$ cat src/hdl/wgo_pkg.sv
// Shared types and constants for the waveform operator with gain and offset.
`default_nettype none
package wgo_pkg;
	localparam int DATA_W = 32;
	localparam int FRAC_BITS_DEF = 16;
	localparam int REG_IDX_W = 2;

	typedef enum logic [2:0] {
		OP_ADD  = 3'd0,
		OP_SUB  = 3'd1,
		OP_MUL  = 3'd2,
		OP_DIV  = 3'd3,
		OP_ABS  = 3'd4,
		OP_SQRT = 3'd5,
		OP_NEG  = 3'd6
	} op_t;

	typedef enum logic [2:0] {
		ST_OK       = 3'd0,
		ST_INACTIVE = 3'd1,
		ST_DIVZERO  = 3'd2,
		ST_NEGROOT  = 3'd3,
		ST_SAT      = 3'd4
	} status_t;

	typedef enum logic [1:0] {
		K_PASS = 2'd0,
		K_DIV  = 2'd1,
		K_ROOT = 2'd2
	} kind_t;

	typedef enum logic [REG_IDX_W-1:0] {
		REG_OP     = 2'd0,
		REG_GAIN   = 2'd1,
		REG_OFFSET = 2'd2
	} reg_idx_t;

	typedef struct packed {
		logic    valid;
		status_t status;
		logic    neg;
		kind_t   kind;
	} ctl_t;

	typedef struct packed {
		logic              active;
		logic [DATA_W-1:0] first_value;
		logic [DATA_W-1:0] second_value;
	} in_t;

	typedef struct packed {
		logic [DATA_W-1:0] result;
		status_t           status;
	} out_t;
endpackage
`default_nettype wire

$ cat src/hdl/wgo_front.sv
// Input stage: operator decode, add, subtract, multiply, sign handling and chain set-up.
`default_nettype none
module wgo_front import wgo_pkg::*; #(
	parameter int FRAC_BITS = FRAC_BITS_DEF
) (
	input  wire logic                        clk,
	input  wire logic                        arst_n,
	input  wire logic                        start,
	input  wire in_t                         in_item,
	input  wire logic [2:0]                  op_sel,
	output ctl_t                             ctl_s1,
	output logic [2*DATA_W-1:0]              mag_s1,
	output logic [DATA_W+FRAC_BITS-1:0]      nq_s1,
	output logic [DATA_W-1:0]                div_s1,
	output logic [2*((DATA_W+FRAC_BITS+1)/2)-1:0] rad_s1
);
	localparam int W = DATA_W;
	localparam int F = FRAC_BITS;
	localparam int MW = 2 * W;
	localparam int NW = W + F;
	localparam int R = (W + F + 1) / 2;

	logic          a_neg, b_neg;
	logic [W-1:0]  a_mag, b_mag;
	logic [W:0]    sum;
	logic [W:0]    sum_mag;
	logic [MW-1:0] prod;
	ctl_t          ctl_d;
	logic [MW-1:0] mag_d;
	logic [2*R-1:0] rad_d;

	always_comb begin
		a_neg = in_item.first_value[W-1];
		b_neg = in_item.second_value[W-1];
		a_mag = a_neg ? (W'(0) - in_item.first_value) : in_item.first_value;
		b_mag = b_neg ? (W'(0) - in_item.second_value) : in_item.second_value;
		if (op_sel == OP_SUB) begin
			sum = {in_item.first_value[W-1], in_item.first_value}
				- {in_item.second_value[W-1], in_item.second_value};
		end else begin
			sum = {in_item.first_value[W-1], in_item.first_value}
				+ {in_item.second_value[W-1], in_item.second_value};
		end
		sum_mag = sum[W] ? ((W+1)'(0) - sum) : sum;
		prod = MW'(a_mag) * MW'(b_mag);
		rad_d = '0;
		rad_d[NW-1:0] = {a_mag, {F{1'b0}}};

		ctl_d.valid = start;
		ctl_d.status = ST_OK;
		ctl_d.neg = 1'b0;
		ctl_d.kind = K_PASS;
		mag_d = '0;
		case (op_sel)
			OP_ADD, OP_SUB: begin
				ctl_d.neg = sum[W];
				mag_d = MW'(sum_mag);
			end
			OP_MUL: begin
				ctl_d.neg = a_neg ^ b_neg;
				mag_d = prod >> F;
			end
			OP_DIV: begin
				ctl_d.neg = a_neg ^ b_neg;
				ctl_d.kind = K_DIV;
				if (b_mag == '0) ctl_d.status = ST_DIVZERO;
			end
			OP_ABS: begin
				mag_d = MW'(a_mag);
			end
			OP_SQRT: begin
				ctl_d.kind = K_ROOT;
				if (a_neg) ctl_d.status = ST_NEGROOT;
			end
			OP_NEG: begin
				ctl_d.neg = ~a_neg;
				mag_d = MW'(a_mag);
			end
			default: begin
				mag_d = '0;
			end
		endcase
		if (!in_item.active) ctl_d.status = ST_INACTIVE;
	end

	always_ff @(posedge clk or negedge arst_n) begin
		if (!arst_n) begin
			ctl_s1 <= '0;
		end else begin
			ctl_s1 <= ctl_d;
		end
	end

	always_ff @(posedge clk) begin
		mag_s1 <= mag_d;
		nq_s1  <= {a_mag, {F{1'b0}}};
		div_s1 <= b_mag;
		rad_s1 <= rad_d;
	end
endmodule
`default_nettype wire

$ cat config.mk
export PLATFORM = sky130hd
export DESIGN_NAME = wgo_front
export DESIGN_NICKNAME = d
export VERILOG_FILES = /design/src/hdl/wgo_pkg.sv /design/src/hdl/wgo_front.sv
export SDC_FILE = /design/constraint.sdc
export NUM_CORES = 2
export LEC_CHECK = 0
export BUFFER_PORTS_ARGS = -buffer_cell sky130_fd_sc_hd__buf_2
export CAP_MARGIN = 20
export CORE_ASPECT_RATIO = 1.1
export CORE_MARGIN = 5
export CORE_UTILIZATION = 30
export DETAILED_ROUTE_END_ITERATION = 10
export PLACE_DENSITY = 0.51
export SYNTH_ARGS = -nofsm -noshare
export SYNTH_HDL_FRONTEND = slang
export SYNTH_SLANG_ARGS = --single-unit
export TNS_END_PERCENT = 5
$ cat constraint.sdc
create_clock -name clk -period 0.8 [get_ports clk]
set_input_delay 0.08 -clock clk [delete_from_list [all_inputs] [get_ports clk]]
set_output_delay 0.08 -clock clk [all_outputs]
set_load 0.02 [all_outputs]
==> flow_summary.json <==
{
  "status": "complete, but fails checks",
  "violations": "negative setup slack",
  "synth.distinct_cells": 82,
  "top_usage_layer": "met2",
  "critPathLaunchType": "input pin",
  "critPathKind": "input pin to register",
  "diodes": 0,
  "final_common_cell": "inv_1",
  "route.detailed.drc": 0,
  "syn_area_per_cell_sq_um": 8.566,
  "io_pins": 270,
  "min_period_over_period": 11.06,
  "tightestPinTransition_ns": 0.5262,
  "setup_viol": 261,
  "worst_slack_ns": -8.048,
  "max_freq_ghz": 0.1130,
  "drt.antenna.violating_nets": 0,
  "path_max_fanout": 5,
  "yosysTopAreaCell": "fa_1",
  "ys_warn_count": 0,
  "critPathCaptureType": "register",
  "areaGrowthSynthToFinish_pct": 36.20,
  "die_w_microns": 356.6,
  "rsz0062_at_grt": "yes",
  "async_flop_share": 0.05085,
  "hold_viol": 0,
  "synth_cells": 4627,
  "met3_usage": 0.02404,
  "gp_congestion": 0.9132,
  "final_cell_mix": "inv_1 (891), fa_1 (862), buf_4 (860), nand2_1 (612), nor2_1 (575)",
  "drv_cap": 0,
  "vias": 35250,
  "slew_viol_final": 0,
  "cts_root_buf": "clkbuf_16",
  "numClockSinks": 118,
  "cts.htree.levels": 4,
  "grt_max_degree": 33,
  "first_pass_iters": 5,
  "core_region_area_sq_um": 131000,
  "synth_ff_type": "dfxtp_1",
  "tns_ns": -477.14,
  "relSlewSlack": 0.6443,
  "clk_pin_slew_worst_paths_ns": 0.07,
  "die_h_microns": 391.2,
  "io_buffers": 220,
  "cts_tree": "built",
  "wire_per_inst_microns": 21.36,
  "synthTopCellsByArea": "fa_1 (45%), ha_1 (9.3%), inv_1 (8.7%)",
  "grt_pass1_wl_microns": 237000,
  "first_global_vias": 38080,
  "grt.met1_usage": 0.2733,
  "drive_above_1_share": 0.2967,
  "worstPathRequired_ns": 1.21,
  "slowest_stage": "fa_1",
  "synth_edf_count": 0,
  "met2_usage": 0.4121,
  "crit_top_cell": "fa_1",
  "dieArea_sq_um": 139500,
  "routed_wl_microns": 158000,
  "cp_top_family": "adder cells",
  "seq_area_frac_synth": 0.06036,
  "critPathBufInv": 7,
  "antenna_found_initial": 1,
  "netlist_area_sq_um": 39640,
  "rows": 139,
  "grt_usage": 0.2298,
  "grt_overflow": 0,
  "hpwl_microns": 138400,
  "min_period_ns": 8.848,
  "drtIter0Drc": 2035,
  "synth_top_area_frac": 0.4525,
  "place_ws_ns": -8.895,
  "cp.arrival_ns": 9.26,
  "num-nets-final": 6886,
  "vias_per_cell": 4.765,
  "slowest_delay_ns": 0.60,
  "hold_class": "input pin to register",
  "cts_made_buffers": 17,
  "cts_buffer_depth": 2,
  "ys_ff_latch": 118,
  "initial_core_util": 0.3027
}
## Yosys cell counts, types with 22 or more instances
cell type,n
nand3_1,26
xor2_1,108
nand2_1,630
and2_1,38
xnor2_1,77
o21ai_0,97
a21oi_1,105
nor2_1,587
fa_1,896
nor3_1,28
clkbuf_1,182
dfxtp_1,112
a22oi_1,28
a21o_1,57
ha_1,296
inv_1,921
clkinv_1,22
buf_4,81
## final timing paths
kind / start / endpoint / slack [ns] / cells past startpoint
max: in_item[37] / mag_s1[34] / -8.05 / 33
min: op_sel[0] / ctl_s1[1] / 0.08 / 5
max in group asynchronous: arst_n / ctl_s1[0] / 0.10 / 3
min in group asynchronous: arst_n / ctl_s1[4] / 0.49 / 3
## worst min-delay path, stage by stage
cell    delay, ns
buf_2        0.12
inv_1        0.07
buf_4        0.13
nor3_4       0.05
buf_6        0.11
## through the flow
stage          cells  cell area [sq um]  hold slack (ns)    util
5_1_grt         7398              53980          0.07361  0.4122
2_1_floorplan   4675              40140          -0.2156       -
3_5_place_dp    7323              50220         -0.09303  0.3835
4_1_cts         7386              52860          0.04445  0.4036
6_report        7398              53980          0.07719  0.4122
3_3_place_gp    7323              50220         -0.09437  0.3835
## per-layer routing
metal / up-vias / share of wire
li1: 15800 / -
met1: 18160 / 0.39
met2: 999 / 0.51
met3: 298 / 0.042
met4: 0 / 0.059
met5: - / 0
## flip-flops by register name (all words and copies together) (netlist names)
signal	count
mag_s1	48
div_s1	32
rad_s1	32
ctl_s1	6
## timing repair
action,CTS,global route
hold buffers,6,0
gates cloned,0,0
resized for setup,512,332
endpoints found under the setup margin,262,265
setup buffers,26,14
endpoints found under the hold margin,11,0
pin swaps,94,80
## kinds of logic (layout without fill, tap and decap cells)
logic type	after synthesis	in the layout	share of synthesized area
AO/OA/AOI/OAI	445	445	0.07339
XOR/XNOR	188	188	0.04211
adder cells (fa/ha/maj)	1192	1192	0.5460
buffers and inverters	1240	2201	0.1254
flip-flops	118	118	0.06036
multiplexers	6	6	0.001673
other	1	49	0.00009461
AND/OR/NAND/NOR	1437	1437	0.1510
## cell type report
type,count,area (sq um)
clock buffers,19,452.9
clock inverters,13,193.9
fillers,13170,76980
inverters,952,3699
multi-input cells,3317,34050
flip-flops and latches,118,2560
well taps,1762,2205
repair buffers,1217,10820
Power is not shown: default switching activity piles up to over one toggle a cycle in this logic, so the estimate is an artifact.
