## src/hdl/wgo_pkg.sv

```systemverilog
// Shared types and constants for the waveform operator with gain and offset.
`default_nettype none
package wgo_pkg;
	localparam int DATA_W = 32;
	localparam int FRAC_BITS_DEF = 16;
	localparam int REG_IDX_W = 2;

	typedef enum logic [2:0] {
		OP_ADD  = 3'd0,
		OP_SUB  = 3'd1,
		OP_MUL  = 3'd2,
		OP_DIV  = 3'd3,
		OP_ABS  = 3'd4,
		OP_SQRT = 3'd5,
		OP_NEG  = 3'd6
	} op_t;

	typedef enum logic [2:0] {
		ST_OK       = 3'd0,
		ST_INACTIVE = 3'd1,
		ST_DIVZERO  = 3'd2,
		ST_NEGROOT  = 3'd3,
		ST_SAT      = 3'd4
	} status_t;

	typedef enum logic [1:0] {
		K_PASS = 2'd0,
		K_DIV  = 2'd1,
		K_ROOT = 2'd2
	} kind_t;

	typedef enum logic [REG_IDX_W-1:0] {
		REG_OP     = 2'd0,
		REG_GAIN   = 2'd1,
		REG_OFFSET = 2'd2
	} reg_idx_t;

	typedef struct packed {
		logic    valid;
		status_t status;
		logic    neg;
		kind_t   kind;
	} ctl_t;

	typedef struct packed {
		logic              active;
		logic [DATA_W-1:0] first_value;
		logic [DATA_W-1:0] second_value;
	} in_t;

	typedef struct packed {
		logic [DATA_W-1:0] result;
		status_t           status;
	} out_t;
endpackage
`default_nettype wire

```

## src/hdl/wgo_cell.sv

```systemverilog
// One cell of the chain: one restoring divide step and, in the first R cells, one square-root digit step.
`default_nettype none
module wgo_cell import wgo_pkg::*; #(
	parameter int FRAC_BITS = FRAC_BITS_DEF,
	parameter int IDX = 0
) (
	input  wire logic                         clk,
	input  wire logic                         arst_n,
	input  wire ctl_t                         ctl_i,
	input  wire logic [2*DATA_W-1:0]          mag_i,
	input  wire logic [DATA_W+FRAC_BITS-1:0]  nq_i,
	input  wire logic [DATA_W-1:0]            rem_i,
	input  wire logic [DATA_W-1:0]            div_i,
	input  wire logic [2*((DATA_W+FRAC_BITS+1)/2)-1:0] rad_i,
	input  wire logic [(DATA_W+FRAC_BITS+1)/2+1:0]     rrem_i,
	input  wire logic [(DATA_W+FRAC_BITS+1)/2-1:0]     root_i,
	output ctl_t                              ctl_q,
	output logic [2*DATA_W-1:0]               mag_q,
	output logic [DATA_W+FRAC_BITS-1:0]       nq_q,
	output logic [DATA_W-1:0]                 rem_q,
	output logic [DATA_W-1:0]                 div_q,
	output logic [2*((DATA_W+FRAC_BITS+1)/2)-1:0] rad_q,
	output logic [(DATA_W+FRAC_BITS+1)/2+1:0]     rrem_q,
	output logic [(DATA_W+FRAC_BITS+1)/2-1:0]     root_q
);
	localparam int W = DATA_W;
	localparam int NW = W + FRAC_BITS;
	localparam int R = (W + FRAC_BITS + 1) / 2;
	localparam int RW = R + 2;

	logic [W:0]    part;
	logic          q_bit;
	logic [W:0]    diff;
	logic [NW-1:0] nq_d;
	logic [W-1:0]  rem_d;
	logic [2*R-1:0] rad_d;
	logic [RW-1:0] rrem_d;
	logic [R-1:0]  root_d;

	always_comb begin
		part  = {rem_i, nq_i[NW-1]};
		q_bit = part >= {1'b0, div_i};
		diff  = part - {1'b0, div_i};
		rem_d = q_bit ? diff[W-1:0] : part[W-1:0];
		nq_d  = {nq_i[NW-2:0], q_bit};
	end

	generate
		if (IDX < R) begin : g_root
			logic [RW-1:0] rr;
			logic [RW-1:0] trial;
			logic          r_bit;
			always_comb begin
				rr     = {rrem_i[RW-3:0], rad_i[2*R-1 -: 2]};
				trial  = {root_i, 2'b01};
				r_bit  = rr >= trial;
				rrem_d = r_bit ? (rr - trial) : rr;
				root_d = {root_i[R-2:0], r_bit};
				rad_d  = {rad_i[2*R-3:0], 2'b00};
			end
		end else begin : g_hold
			always_comb begin
				rrem_d = rrem_i;
				root_d = root_i;
				rad_d  = rad_i;
			end
		end
	endgenerate

	always_ff @(posedge clk or negedge arst_n) begin
		if (!arst_n) begin
			ctl_q <= '0;
		end else begin
			ctl_q <= ctl_i;
		end
	end

	always_ff @(posedge clk) begin
		mag_q  <= mag_i;
		nq_q   <= nq_d;
		rem_q  <= rem_d;
		div_q  <= div_i;
		rad_q  <= rad_d;
		rrem_q <= rrem_d;
		root_q <= root_d;
	end
endmodule
`default_nettype wire

```

## config.mk

```make
export PLATFORM = sky130hd
export DESIGN_NAME = wgo_cell
export DESIGN_NICKNAME = d
export VERILOG_FILES = /design/src/hdl/wgo_pkg.sv /design/src/hdl/wgo_cell.sv
export SDC_FILE = /design/constraint.sdc
export NUM_CORES = 1
export LEC_CHECK = 0
export ABC_AREA = 1
export BUFFER_PORTS_ARGS = -buffer_cell sky130_fd_sc_hd__buf_2
export CAP_MARGIN = 5
export CORE_AREA = 2 2 220 222
export CTS_BUF_LIST = sky130_fd_sc_hd__clkbuf_2
export DETAILED_ROUTE_END_ITERATION = 10
export DIE_AREA = 0 0 222 224
export PLACE_DENSITY_LB_ADDON = 0.2
export SYNTH_ARGS = -nofsm -noshare
export SYNTH_HDL_FRONTEND = slang
export SYNTH_SLANG_ARGS = --single-unit
```

## constraint.sdc

```tcl
create_clock -name clk -period 0.8 [get_ports clk]
set_input_delay 0.08 -clock clk [delete_from_list [all_inputs] [get_ports clk]]
set_output_delay 0.08 -clock clk [all_outputs]
set_load 0.02 [all_outputs]
```

==> results.toml <==
[synthesis]
yosys_register_bits = 279
ys_warn_count = 0
synth.area.top_cells = "dfxtp_1 (49%), nand2_1 (16%), inv_1 (9.2%)"
yosys_most_used_dff = "dfxtp_1"
netlist_area_sq_um = 11100
synthCells = 1422
synthArstFlopShare_pct = 2.51
synth_edf_count = 0
yosys.area.top_type_share_pct = 49.2
yosysTopAreaCell = "dfxtp_1"
synth_area_per_cell_sq_um = 7.78
yosysSeqAreaShare_pct = 50.8
synthDistinctLibCells = 35

[place]
gp_congestion = 0.925
port_buffers = 559
dpl.hpwl_mm = 38.6

[power]
pwr-share-comb_pct = 35.1
switching_share_pct = 34.8
cell_internal_pwr_uw = 26600
power_density_nw_per_um2 = 1570
p_seq_share_pct = 39.2
p_leak_uw = 0.0129
clkPwrFrac_pct = 25.7
peakVddDrop_v = 0.000926
netSwitchingPower_uw = 14200

[timing]
hold_viol = 44
period_share_pct = 216
final.setup.worst_slack_ns = -0.924
fin_crit_ns = 1.72
rsz0062_at_grt = "true"
finalSetupTns_ns = -248.29
slew_viol_final = 0
clock.fmax_ghz = 0.580
worst_hold_slack_ns = -0.318
setup_viol = 339

[status]
violations = "hold timing, setup timing"
status = "complete, but fails checks"

[detailed_routing]
dr.pass1.iters = 6
wire_per_inst_um = 17.2
via_per_inst = 4.17
route.detailed.drc = 0
drt-initial-drc-count = 432
routed_wl_mm = 59.5
vias = 14400
drtAntennaViolNets = 0

[die]
dieArea_sq_um = 49700
rows = 80
pin_count = 564
die_h_um = 224
start_util_pct = 23.4
core_sq_um = 47300
die_x_um = 222

[global_routing]
grt_overflow = 0
grt_usage_pct = 23.1
antenna_found_initial = 11
grt_max_degree = 28
grt_pass1_wl_mm = 87.8
grt_pass1_vias = 15600

[worst_setup_path]
worstPathArrival_ns = 1.64
cp_slowest_cell = "dfrtp_1"
cp.depth = 1
crit_chain = "buf_6"
critPathLaunch = "ctl_q[4]$_DFF_PN0_"
critical_path_buf_inv_count = 1
critical_path_class = "reg2out"
endpoint_kind = "primary output"
crit_family = "flip-flops"
required_ns = 0.72
endpoint = "ctl_q[4]"
worstPathMaxFanout = 1
max_stage_delay_ns = 0.42
worstSetupStartpointType = "flip-flop"

[worst_hold_path]
hold_path_class = "in2reg"
min_path_cells = 7

[clock_network]
clkSlewWorstSetupHoldPaths_ns = 0.12
cts_root_buf = "clkbuf_2"
clk_path_buf_depth = 3
clock_sinks = 279
cts_made_buffers = 74
cts_tree = "built"
cts.htree.levels = 3

[cells_and_area]
nets = 3131
drive_gt1_share_pct = 50.0
final_core_util_pct = 54.8
area_growth_pct = 134

[run]
drv_cap = 0
how the worst min path moves through the flow:
stage	from	to	slack, ns
6_report	root_i[23]	rrem_q[25]$_DFF_P_	-0.32
5_1_grt	root_i[23]	rrem_q[25]$_DFF_P_	-0.38
4_1_cts	root_i[23]	rrem_q[25]$_DFF_P_	-0.50
3_5_place_dp	arst_n	ctl_q[4]$_DFF_PN0_	-0.08
3_3_place_gp	arst_n	ctl_q[3]$_DFF_PN0_	-0.09
2_1_floorplan	arst_n	ctl_q[0]$_DFF_PN0_	-0.22
flip-flops by register name, summed over array words and instances, names as in the netlist:
register  count
mag_q        64
nq_q         48
rad_q        46
div_q        32
rem_q        32
rrem_q       26
root_q       24
ctl_q         7
per-stage QoR:
step,cells,worst slack (ns),power (uW),instance area (sq um),hold WS (ns)
after floorplan,1423,-0.683,21100,12100,-0.216
after global placement,2767,-1.11,25700,17000,-0.0874
after detailed placement,2767,-1.10,25700,17000,-0.0825
after CTS,3443,-1.02,39900,25300,-0.498
after global routing,3457,-1.03,43000,25900,-0.383
final,3457,-0.924,40800,25900,-0.318
layer usage:
layer,part of all wire (%),track usage (%)
met1,36,23.3
met2,53,43.2
met3,5.7,5.65
met4,5.2,13.5
met5,0.045,0
power by group through the flow:
| stage | clock, uW | sequential, uW | combinational, uW |
|---|---|---|---|
| after CTS | 10600 | 15900 | 13400 |
| after global placement | 0 | 15700 | 9960 |
| final | 10500 | 16000 | 14300 |
| after floorplan | 0 | 17200 | 3890 |
| after global routing | 11700 | 16000 | 15300 |
| after detailed placement | 0 | 15700 | 9970 |
cells by family (layout without fill, tap and decap cells):
family | after synthesis | after routing | share of synthesized area (%)
simple gates | 699 | 699 | 26.8
buf+inv | 290 | 1700 | 10.3
flops | 279 | 279 | 50.8
compound gates | 66 | 66 | 3.15
fa+ha+maj | 59 | 59 | 6.74
xor+xnor | 28 | 28 | 2.22
other cells | 1 | 11 | 0.0339
cells in the final DEF, fill, tap and decap left out, types with 11 or more instances in the layout:
cell type      count
nand2_1          400
nor2_4            16
nand4_1           22
buf_2            276
dlygate4sd3_1    548
nand2_4           20
nand3_1           64
nand2_2           53
inv_1            214
nor2_1            38
and2_1            11
nand3b_1          14
buf_6            281
xor2_1            20
dfxtp_2          268
buf_4            188
ha_4              56
o21ai_0           11
nor2_2            15
a21oi_1           32
nand3_2           31
clkbuf_2         100
inv_2             48
final cells by class:
type                       count  area [sq um]
clock buffer                  99           495
fill                        4170         21400
antenna                        9          22.5
timing repair buffer        1308         11700
multi-input combinational    854          5740
tap                          615           769
inverter                     272          1070
clock inverter                21           144
sequential                   279          5970
synthesized netlist by cell type, types with 7 or more instances:
library cell  number
dfxtp_1          272
xor2_1            23
ha_1              58
nand4_1           22
nand3b_1          14
nor2_1            66
o21ai_0           19
and2_1            11
buf_2              8
dfrtp_1            7
a21oi_1           40
inv_1            270
nand3_2            7
nand2_1          471
nor3_1             9
nand3_1           90
repair_timing:
item	CTS	global route
setup endpoints to repair	279	343
hold buffers	556	119
pin swaps	0	46
cloned	0	5
endpoints found under the hold margin	286	122
setup buffers	0	8
gates resized for setup	831	164
(Power assumes the default switching activity.)
