`src/hdl/wgo_pkg.sv`:
```
// Shared types and constants for the waveform operator with gain and offset.
`default_nettype none
package wgo_pkg;
	localparam int DATA_W = 32;
	localparam int FRAC_BITS_DEF = 16;
	localparam int REG_IDX_W = 2;

	typedef enum logic [2:0] {
		OP_ADD  = 3'd0,
		OP_SUB  = 3'd1,
		OP_MUL  = 3'd2,
		OP_DIV  = 3'd3,
		OP_ABS  = 3'd4,
		OP_SQRT = 3'd5,
		OP_NEG  = 3'd6
	} op_t;

	typedef enum logic [2:0] {
		ST_OK       = 3'd0,
		ST_INACTIVE = 3'd1,
		ST_DIVZERO  = 3'd2,
		ST_NEGROOT  = 3'd3,
		ST_SAT      = 3'd4
	} status_t;

	typedef enum logic [1:0] {
		K_PASS = 2'd0,
		K_DIV  = 2'd1,
		K_ROOT = 2'd2
	} kind_t;

	typedef enum logic [REG_IDX_W-1:0] {
		REG_OP     = 2'd0,
		REG_GAIN   = 2'd1,
		REG_OFFSET = 2'd2
	} reg_idx_t;

	typedef struct packed {
		logic    valid;
		status_t status;
		logic    neg;
		kind_t   kind;
	} ctl_t;

	typedef struct packed {
		logic              active;
		logic [DATA_W-1:0] first_value;
		logic [DATA_W-1:0] second_value;
	} in_t;

	typedef struct packed {
		logic [DATA_W-1:0] result;
		status_t           status;
	} out_t;
endpackage
`default_nettype wire

```
`src/hdl/wgo_back.sv`:
```
// Output stages: operator saturation, gain multiply, offset add and status.
`default_nettype none
module wgo_back import wgo_pkg::*; #(
	parameter int FRAC_BITS = FRAC_BITS_DEF
) (
	input  wire logic                         clk,
	input  wire logic                         arst_n,
	input  wire ctl_t                         ctl_i,
	input  wire logic [2*DATA_W-1:0]          mag_i,
	input  wire logic [DATA_W+FRAC_BITS-1:0]  quot_i,
	input  wire logic [(DATA_W+FRAC_BITS+1)/2-1:0] root_i,
	input  wire logic [DATA_W-1:0]            gain,
	input  wire logic [DATA_W-1:0]            offset,
	output logic                              done,
	output out_t                              out_item
);
	localparam int W = DATA_W;
	localparam int MW = 2 * W;

	function automatic logic [W+1:0] clamp(input logic neg, input logic [MW-1:0] mag);
		logic [MW-1:0] lim;
		logic          sat;
		logic [W-1:0]  m;
		lim = neg ? (MW'(1) << (W - 1)) : ((MW'(1) << (W - 1)) - MW'(1));
		sat = mag > lim;
		m = sat ? lim[W-1:0] : mag[W-1:0];
		return {sat, neg & (m != '0), m};
	endfunction

	ctl_t           ctl_s2, ctl_s3, ctl_s4;
	logic           sat_s2, sat_s3, sat_s4;
	logic           neg_s2;
	logic [W-1:0]   mag_s2;
	logic [MW-1:0]  prod_s3;
	logic           pneg_s3;
	logic [W-1:0]   val_s4;
	logic [MW-1:0]  sel_mag;
	logic [W+1:0]   c_op, c_gain;
	logic           g_neg;
	logic [W-1:0]   g_mag;
	logic [W:0]     sum;
	logic           sum_sat;
	logic [W-1:0]   sum_val;
	out_t           out_d;

	always_comb begin
		unique case (ctl_i.kind)
			K_DIV:   sel_mag = MW'(quot_i);
			K_ROOT:  sel_mag = MW'(root_i);
			default: sel_mag = mag_i;
		endcase
		c_op = clamp(ctl_i.neg, sel_mag);
		g_neg = gain[W-1];
		g_mag = g_neg ? (W'(0) - gain) : gain;
		c_gain = clamp(pneg_s3, prod_s3 >> FRAC_BITS);
		sum = {val_s4[W-1], val_s4} + {offset[W-1], offset};
		sum_sat = sum[W] != sum[W-1];
		if (sum_sat) begin
			sum_val = sum[W] ? {1'b1, {(W-1){1'b0}}} : {1'b0, {(W-1){1'b1}}};
		end else begin
			sum_val = sum[W-1:0];
		end
		out_d.result = '0;
		out_d.status = ctl_s4.status;
		if (ctl_s4.status == ST_OK) begin
			out_d.result = sum_val;
			out_d.status = (sat_s4 || sum_sat) ? ST_SAT : ST_OK;
		end
	end

	always_ff @(posedge clk or negedge arst_n) begin
		if (!arst_n) begin
			ctl_s2 <= '0;
			ctl_s3 <= '0;
			ctl_s4 <= '0;
			done   <= 1'b0;
		end else begin
			ctl_s2 <= ctl_i;
			ctl_s3 <= ctl_s2;
			ctl_s4 <= ctl_s3;
			done   <= ctl_s4.valid;
		end
	end

	always_ff @(posedge clk) begin
		sat_s2   <= c_op[W+1];
		neg_s2   <= c_op[W];
		mag_s2   <= c_op[W-1:0];
		sat_s3   <= sat_s2;
		prod_s3  <= MW'(mag_s2) * MW'(g_mag);
		pneg_s3  <= neg_s2 ^ g_neg;
		sat_s4   <= sat_s3 | c_gain[W+1];
		val_s4   <= c_gain[W] ? (W'(0) - c_gain[W-1:0]) : c_gain[W-1:0];
		out_item <= out_d;
	end
endmodule
`default_nettype wire

```
`config.mk`:
```
export PLATFORM = sky130hd
export DESIGN_NAME = wgo_back
export DESIGN_NICKNAME = d
export VERILOG_FILES = /design/src/hdl/wgo_pkg.sv /design/src/hdl/wgo_back.sv
export SDC_FILE = /design/constraint.sdc
export NUM_CORES = 2
export LEC_CHECK = 0
export BUFFER_PORTS_ARGS = -buffer_cell sky130_fd_sc_hd__buf_2
export CAP_MARGIN = 20
export CORE_MARGIN = 4
export CORE_UTILIZATION = 40
export DETAILED_ROUTE_END_ITERATION = 7
export PLACE_DENSITY = 0.57
export SLEW_MARGIN = 5
export SYNTH_ARGS = -nofsm -noshare
export SYNTH_HDL_FRONTEND = slang
export SYNTH_SLANG_ARGS = --single-unit
```
`constraint.sdc`:
```
create_clock -name clk -period 9.9 [get_ports clk]
set_clock_uncertainty 0.05 [all_clocks]
set_input_delay 1.98 -clock clk [delete_from_list [all_inputs] [get_ports clk]]
set_output_delay 1.98 -clock clk [all_outputs]
set_load 0.01 [all_outputs]
```
==> flow_summary.yaml <==
synth:
  yosys-top-cells-area: "fa_1 42%, ha_1 11%, inv_1 9.0%"
  synth_cells: 4757
  yosysMostFrequentCell: "inv_1"
  synthTopCellsByCount: "1,018 x inv_1, 896 x fa_1, 627 x nand2_1"
  ys.warnings.count: 0
  async_reset_ff_share_pct: 7.879
  synth_edf_count: 0
  avgSynthCellArea_um2: 8.876
  synth_ff_type: "dfxtp_1"
  netlist_area_mm2: 0.04222
  ys_ff_latch: 165
  yosys.area.top_type: "fa_1"
  synth_top_area_share_pct: 42.48
  ys_seq_area_share_pct: 7.977
  synth_nets: 6222
  synthDistinctLibCells: 76
worst_setup_path:
  crit_slowest_cell: "fa_1"
  critPathMaxStageDelay_ps: 580
  cpMostUsedCell: "fa_1"
  critical_path_class: "input pin to flip-flop"
  r2r_setup_slack_ps: 1750
  start_kind: "input pin"
  worstPathMaxFanout: 7
  rr_worst_depth: 28
  regToRegEndpoint: "prod_s3[58]$_DFF_P_"
  r2r_start: "mag_s2[13]$_DFF_P_"
  worstPathArrival_ps: 10580
  crit_start: "gain[13]"
  end_kind: "flip-flop"
  required_ps: 10280
  crit_end: "prod_s3[62]$_DFF_P_"
timing:
  fin_hold_ws_ps: 304.2
  drv_slew: 0
  hold_violations: 0
  rsz0062_at_grt: "yes"
  setup_tns_ps: -2690
  tightest_slew_ps: 1163
  setup_viol: 17
  post-route-period-util_pct: 103.0
  fmax_ghz: 0.09805
  max_slew_margin_pct: 22.38
  setup_slack_ps: -298.9
  period_needed_ps: 10200
cts:
  cts_tree: "built"
  clk_pin_slew_worst_paths_ps: 80
  clock-sinks: 165
  clock_latency_ps: 510
  htreeDepth: 4
  cts_root_buf: "clkbuf_16"
  cts_hold_buf: 0
  cts_buffer_depth: 2
  cts_buffers: 17
layout:
  fillCellCount: 10060
  drive_above_1_share_pct: 16.66
  utilization_pct: 47.54
  nets: 6633
  fin_cells: 6562
  area_delta_synth_final_pct: 17.19
routing:
  drtIter0Drc: 1654
  routedWlPerCell_um: 18.46
  routed_wl_mm: 121.1
  route.antenna.remaining_nets: 0
  drc: 0
  via_per_inst: 5.016
  num_vias: 32920
  drtPass1Iterations: 6
floorplan:
  num_rows: 118
  die_y_um: 332.9
  die-area_mm2: 0.1108
  die_w_um: 332.9
  start_util_pct: 40.56
  pin_count: 245
  core_mm2: 0.1041
place:
  place.gp.congestion: 0.8641
  io_buffers: 244
  dp_cells: 6494
  dp_hpwl_mm: 101.3
grt:
  grt_pass1_vias: 34620
  grt_pass1_wl_mm: 194.2
  antenna_found_initial: 3
  gr-total-overflow: 0
  grt_usage_pct: 22.17
  grt_max_degree: 62
run_status:
  violations: "negative setup slack"
  status: "finished with violations"
job:
  drv_cap: 0
worst_hold_path:
  hold_path_class: "flip-flop to flip-flop"
-- worst max-delay path, delay by kind of cell --
kind | cells | cell delay (ps)
compound gates | 9 | 2020
xor+xnor | 2 | 390
fa+ha+maj | 9 | 4140
buf+inv | 8 | 730
simple gates | 4 | 1290
-- through the flow --
step | setup WS (ps) | area, um^2
after floorplan | -69.12 | 42340
after global placement | -934.8 | 47680
after detailed placement | -963.1 | 47680
after CTS | -190.1 | 48800
after global routing | -569.8 | 49480
final | -298.9 | 49480
-- what timing repair did --
item | CTS | global route
setup buffers | 19 | 17
resized for setup | 66 | 108
pin swaps | 32 | 41
cloned | 1 | 1
setup endpoints to repair | 23 | 32
-- final cells by class --
class                   instances  area (um^2)  share of cell area (%)
multi-input cells            3320        35180                   71.10
repair buffers                646         4735                   9.568
inverters                    1018         3821                   7.722
flip-flops and latches        165         3373                   6.817
well taps                    1380         1727                   3.490
clock buffers                  17        425.4                  0.8597
clock inverters                15        219.0                  0.4425
diodes                          1        2.502                0.005057
-- metal layers --
metal / share of wire [%] / up-vias / track usage [%]
met5: 0 / - / 0
met4: 2.1 / 0 / 5.307
met3: 4.1 / 117 / 2.143
met2: 50 / 679 / 38.51
met1: 43 / 16850 / 29.96
li1: - / 15270 / -
-- layout by cell type (no fill, tap or decap), drive strengths merged, types with 68 or more instances in the layout --
cell type | Yosys | final
inv | 1018 | 1025
buf | 7 | 645
and2 | 448 | 448
ha | 360 | 360
nand2 | 629 | 629
fa | 896 | 896
dfxtp | 152 | 152
xnor2 | 68 | 68
nor2 | 87 | 87
a21oi | 157 | 157
o21ai | 105 | 105
a21o | 68 | 68
-- registers in the layout, indices dropped and copies added (netlist names) --
signal / cells
ctl_s2: 4
ctl_s3: 4
ctl_s4: 4
done: 1
mag_s2: 32
neg_s2: 1
out_item: 35
pneg_s3: 1
prod_s3: 48
sat_s2: 1
sat_s3: 1
sat_s4: 1
val_s4: 32
-- worst min-delay path by stage --
| stage | start | endpoint | slack [ps] | cells after the start |
|---|---|---|---|---|
| after floorplan | sat_s2$_DFF_P_ | sat_s3$_DFF_P_ | 260 | 0 |
| after global placement | ctl_s3[6]$_DFF_PN0_ | ctl_s4[6]$_DFF_PN0_ | 280 | 0 |
| after detailed placement | ctl_s3[4]$_DFF_PN0_ | ctl_s4[4]$_DFF_PN0_ | 290 | 0 |
| after CTS | ctl_s3[4]$_DFF_PN0_ | ctl_s4[4]$_DFF_PN0_ | 310 | 0 |
| after global routing | ctl_s2[4]$_DFF_PN0_ | ctl_s3[4]$_DFF_PN0_ | 310 | 0 |
| final | ctl_s2[6]$_DFF_PN0_ | ctl_s3[6]$_DFF_PN0_ | 300 | 0 |
-- kinds of logic (layout without fill, tap and decap cells) --
logic type / after synthesis / after routing / synth area share, %
muxes: 38 / 38 / 0.9127
adders and majority gates: 1256 / 1256 / 53.15
DFF: 165 / 165 / 7.977
other: 0 / 1 / 0
AOI/OAI and AO/OA: 509 / 509 / 7.666
xor gates and xnor gates: 110 / 111 / 2.282
and+or+nand+nor: 1406 / 1406 / 16.67
buffers and inverters: 1273 / 1696 / 11.35
Power is left out: the tool's default activity adds up to more than one toggle a clock period on the data nets, which glitch-free logic cannot reach.
